File: src/hw/rtl/lsuw_pkg.sv
// Package for the load/store unit with MMIO windows.
// Holds sizes, codes, item structs and the helpers shared by all modules.
// No dependencies.
package lsuw_pkg;

  localparam int RAM_BYTES    = 65536;
  localparam int MMIO_WINDOWS = 2;

  // RAM is kept as eight byte lanes, one row of eight bytes per lane address
  localparam int LANES  = 8;
  localparam int LANE_W = 3;
  localparam int ROWS   = (RAM_BYTES + LANES - 1) / LANES;
  localparam int ROW_W  = (ROWS > 1) ? $clog2(ROWS) : 1;

  localparam int MEM_SIZE_W = 17;
  localparam int LIM_W      = (RAM_BYTES > 65536) ? $clog2(RAM_BYTES) + 1 : MEM_SIZE_W;
  localparam logic [MEM_SIZE_W-1:0] MEM_SIZE_RST = 17'h10000;

  localparam int QDEPTH = 2;
  localparam int QPTR_W = (QDEPTH > 1) ? $clog2(QDEPTH) : 1;
  localparam int QCNT_W = $clog2(QDEPTH + 1);

  // configuration register indexes
  localparam int CFG_IDX_W = 3;
  localparam logic [CFG_IDX_W-1:0] CFG_MEM_SIZE  = 3'd0;
  localparam logic [CFG_IDX_W-1:0] CFG_WIN0_BASE = 3'd1;
  localparam logic [CFG_IDX_W-1:0] CFG_WIN0_LEN  = 3'd2;
  localparam logic [CFG_IDX_W-1:0] CFG_WIN1_BASE = 3'd3;
  localparam logic [CFG_IDX_W-1:0] CFG_WIN1_LEN  = 3'd4;

  localparam logic FUNC_LOAD  = 1'b0;
  localparam logic FUNC_STORE = 1'b1;

  // width codes
  localparam logic [3:0] WC_SB = 4'h0;
  localparam logic [3:0] WC_SH = 4'h1;
  localparam logic [3:0] WC_SW = 4'h2;
  localparam logic [3:0] WC_SD = 4'h3;
  localparam logic [3:0] WC_UB = 4'h4;
  localparam logic [3:0] WC_UH = 4'h5;
  localparam logic [3:0] WC_UW = 4'h6;

  localparam logic [1:0] FAULT_OK      = 2'd0;
  localparam logic [1:0] FAULT_ILLEGAL = 2'd1;
  localparam logic [1:0] FAULT_RANGE   = 2'd2;

  localparam logic [1:0] LG_B = 2'd0;
  localparam logic [1:0] LG_H = 2'd1;
  localparam logic [1:0] LG_W = 2'd2;
  localparam logic [1:0] LG_D = 2'd3;

  localparam logic [3:0] REG_PC = 4'hF;

  typedef struct packed {
    logic               func;
    logic [3:0]         width_code;
    logic [63:0]        base_value;
    logic signed [63:0] offset;
    logic [3:0]         dest_reg;
    logic [63:0]        store_data;
  } req_t;

  typedef struct packed {
    logic [1:0]  fault;
    logic        reg_write;
    logic [3:0]  write_reg;
    logic [63:0] load_value;
    logic        advance_pc;
    logic        mmio_hit;
    logic        mmio_window;
    logic [63:0] mmio_addr;
    logic [3:0]  mmio_bytes;
    logic        mmio_is_write;
    logic [63:0] mmio_data;
  } rsp_t;

  // classified operation handed from the front end to the back end
  typedef struct packed {
    logic [1:0]  fault;
    logic        mmio_hit;
    logic        mmio_window;
    logic        is_store;
    logic        sign;
    logic [1:0]  lg;
    logic [3:0]  dest_reg;
    logic [63:0] addr;
    logic [63:0] data;
  } op_t;

  typedef enum logic {
    BK_CLEAR,
    BK_RUN
  } bk_state_t;

  function automatic logic [3:0] size_bytes(input logic [1:0] lg);
    return 4'd1 << lg;
  endfunction

endpackage

File: src/hw/rtl/lsuw_queue.sv
// Short queue of classified operations between front and back end.
// Depends on lsuw_pkg.
module lsuw_queue (
  input  logic          clk,
  input  logic          rst,
  input  logic          push,
  input  lsuw_pkg::op_t push_op,
  output logic          full,
  input  logic          pop,
  output logic          head_valid,
  output lsuw_pkg::op_t head
);
  import lsuw_pkg::*;

  op_t               entry [QDEPTH];
  logic [QPTR_W-1:0] wp;
  logic [QPTR_W-1:0] rp;
  logic [QCNT_W-1:0] cnt;

  assign full       = (cnt == QCNT_W'(QDEPTH));
  assign head_valid = (cnt != '0);
  assign head       = entry[rp];

  always_ff @(posedge clk) begin
    if (push) begin
      entry[wp] <= push_op;
    end
  end

  always_ff @(posedge clk) begin
    if (rst) begin
      wp  <= '0;
      rp  <= '0;
      cnt <= '0;
    end else begin
      if (push) begin
        wp <= (wp == QPTR_W'(QDEPTH - 1)) ? '0 : wp + 1'b1;
      end
      if (pop) begin
        rp <= (rp == QPTR_W'(QDEPTH - 1)) ? '0 : rp + 1'b1;
      end
      if (push && !pop) begin
        cnt <= cnt + 1'b1;
      end else if (pop && !push) begin
        cnt <= cnt - 1'b1;
      end
    end
  end

endmodule

File: config.mk
export PLATFORM = sky130hd
export DESIGN_NAME = lsuw_queue
export DESIGN_NICKNAME = d
export VERILOG_FILES = /design/src/hw/rtl/lsuw_pkg.sv /design/src/hw/rtl/lsuw_queue.sv
export SDC_FILE = /design/constraint.sdc
export NUM_CORES = 1
export LEC_CHECK = 0
export BUFFER_PORTS_ARGS = -buffer_cell sky130_fd_sc_hd__buf_2
export CAP_MARGIN = 30
export CORE_ASPECT_RATIO = 0.8
export CORE_UTILIZATION = 56
export DETAILED_ROUTE_END_ITERATION = 12
export PLACE_DENSITY = 0.84
export REMOVE_ABC_BUFFERS = 1
export SYNTH_ARGS = -nofsm -noshare
export SYNTH_HDL_FRONTEND = slang
export SYNTH_SLANG_ARGS = --single-unit
File: constraint.sdc
create_clock -name clk -period 11.33 [get_ports clk]
set_input_delay 0.5665 -clock clk [delete_from_list [all_inputs] [get_ports clk]]
set_output_delay 0.5665 -clock clk [all_outputs]
set_load 0.02 [all_outputs]
==> flow_summary.json <==
{
  "rsz0062_at_grt": "false",
  "numClockSinks": 285,
  "die-area_um2": 19700,
  "nNetsFinal": 910,
  "cts_setup_buffers": 0,
  "postSynthCellCount": 458,
  "grt.overflow.total": 0,
  "holdWs_ps": 228,
  "fin_skew_ps": 6.77,
  "internal_power_mw": 1.86,
  "hpwl_mm": 13.5,
  "post_drt_wl_per_cell_um": 19.2,
  "yosysWarnings": 0,
  "initial_core_util_pct": 58.2,
  "die_w_um": 157,
  "finalHoldViolations": 0,
  "fmax_ghz": 0.354,
  "hold_path_class": "in -> reg",
  "rows": 44,
  "die_h_um": 126,
  "power_frac_clock_pct": 34.8,
  "switchingPower_mw": 0.561,
  "grtUsageTotal_pct": 19.9,
  "tns_ps": 0,
  "critPathLaunchType": "register",
  "io_pins": 286,
  "grt_pass1_vias": 5593,
  "cp_slowest_cell": "dfxtp_4",
  "totalWireLength_mm": 20.0,
  "post-route-period-util_pct": 24.9,
  "irDropWorstVdd_mv": 0.143,
  "worstSetupPathType": "reg -> out",
  "clk_pin_slew_ps": 60,
  "max-clock-path-buffers": 3,
  "ctsResizeCount": 0,
  "place_inst": 987,
  "synthesis.area_um2": 10700,
  "drtIter0Drc": 317,
  "powerDensity_nw_per_um2": 182,
  "area_growth_pct": 24.0,
  "drv_cap": 0,
  "final_common_cell": "buf_2",
  "seqPwrFrac_pct": 51.7,
  "worstMarginPinSlew_ps": 849,
  "power_switching_share_pct": 23.2,
  "antenna_found_initial": 1,
  "io_buffer_count": 285,
  "period_needed_ps": 2820,
  "drtPass1Iterations": 4,
  "comb_power_share_pct": 13.6,
  "final_cell_mix": "buf_2, edfxtp_1, mux2_4",
  "final-max-slew-violation-count": 0,
  "yosysSeqAreaShare_pct": 79.3,
  "ant_nets": 0,
  "grt_pass1_wl_mm": 29.4,
  "coreArea_um2": 18400,
  "synth_seq_cells": 285,
  "crit_chain": "buf_4 > buf_16 > mux2_2 > buf_2",
  "slew_headroom_pct": 43.4,
  "drcViolationCount": 0,
  "place_congestion": 0.793,
  "end_kind": "output pin",
  "cts_made_buffers": 27,
  "outcome": "finished clean",
  "synthDistinctLibCells": 18,
  "root_buffer": "clkbuf_16",
  "cp_max_fo": 56,
  "use_met3_pct": 5.88,
  "grt.met1_usage_pct": 24.6,
  "vias_per_cell": 5.18,
  "layout-drive-gt1-share_pct": 60.5,
  "fin_cells": 1038,
  "setup_violations": 0,
  "arrival_ps": 2250,
  "via_count": 5376,
  "h-tree-depth": 1,
  "leakagePower_nw": 5.23,
  "antenna_cells": 0,
  "syn_area_per_cell_um2": 23.4,
  "use_met2_pct": 34.0,
  "clkLatencyLatePin_ps": 520,
  "grt-busiest-layer": "met2",
  "grt_max_degree": 80,
  "cts_tree": "built",
  "cpPeakStageDelay_ps": 500,
  "cts_hold_buffers": 0,
  "required_ps": 10760
}
==> through the flow <==
| step | utilization, % | cell area [um2] | worst slack (ps) | total power, mW |
|---|---|---|---|---|
| 3_3_place_gp | 67.0 | 12400 | 8560 | 1.58 |
| 2_1_floorplan | - | 10600 | 4040 | 1.51 |
| 3_5_place_dp | 67.3 | 12400 | 8740 | 1.60 |
| 4_1_cts | 71.8 | 13200 | 8210 | 2.44 |
| 6_report | 72.1 | 13300 | 8510 | 2.42 |
| 5_1_grt | 72.1 | 13300 | 8400 | 2.50 |
==> cell usage after synthesis <==
| cell type | count | share of area (%) |
|---|---|---|
| ha_1 | 1 | 0.12 |
| o21ai_0 | 1 | 0.047 |
| nor2b_1 | 2 | 0.12 |
| edfxtp_1 | 280 | 78 |
| or3_1 | 1 | 0.058 |
| buf_8 | 1 | 0.14 |
| mux2_4 | 100 | 14 |
| mux2_2 | 40 | 4.2 |
| nor2_1 | 4 | 0.14 |
| buf_2 | 4 | 0.19 |
| xnor2_1 | 2 | 0.16 |
| xor2_1 | 2 | 0.16 |
| a21oi_1 | 1 | 0.047 |
| and2_1 | 1 | 0.058 |
| dfxtp_1 | 5 | 0.93 |
| buf_6 | 11 | 1.2 |
| inv_1 | 1 | 0.035 |
| or2_2 | 1 | 0.058 |
==> critical path, delay by kind of cell (launching register included) <==
family                 cells  cell delay [ps]
buffers and inverters      3              780
flip-flops                 1              500
multiplexers               1              410
==> cell type report <==
| class | count | area (um2) |
|---|---|---|
| well taps | 253 | 317 |
| repair buffers | 294 | 1570 |
| flip-flops and latches | 285 | 8510 |
| inverters | 1 | 3.75 |
| clock inverters | 15 | 129 |
| multi-input cells | 156 | 2070 |
| clock buffers | 34 | 702 |
| fillers | 1079 | 5140 |
==> worst paths after layout <==
check	start	endpoint	slack [ps]	cells after the start
worst max register to register	wp$_SDFFE_PP0P_	entry[1][79]$_DFFE_PP_	8990	3
worst min-delay path	push_op[67]	entry[1][67]$_DFFE_PP_	230	1
worst min register to register	cnt[1]$_SDFFE_PP0P_	cnt[1]$_SDFFE_PP0P_	500	2
worst max-delay path	register	head[124]	8510	4
==> cells by family (layout without fill, tap and decap cells) <==
group                      after synthesis  count (layout)  synth area share, %
xor gates and xnor gates                 4               4                0.327
adders and majority gates                1               1                0.117
AOI/OAI and AO/OA                        2               2               0.0932
and+or+nand+nor                          9               9                0.432
muxes                                  140             140                 18.2
DFF                                    285             285                 79.3
buffers and inverters                   17             344                 1.52
==> sequential cells by signal, indices dropped and copies added, names as in the netlist, named ones only <==
register / cells
cnt: 2
wp: 1
entry: 280
rp: 1
==> power groups by stage <==
stage                     sequential [mW]  clock, mW  combinational [mW]
after floorplan                      1.29          0               0.217
after global placement               1.27          0               0.316
after detailed placement             1.27          0               0.326
after CTS                            1.25      0.860               0.328
after global routing                 1.26      0.896               0.347
final                                1.25      0.842               0.329
==> metal layers <==
layer / vias to the layer above / part of all wire (%)
met3: 33 / 8.4
li1: 2437 / -
met2: 244 / 49
met1: 2660 / 40
met4: 2 / 2.0
met5: - / 0.065
(Power assumes the default switching activity.)
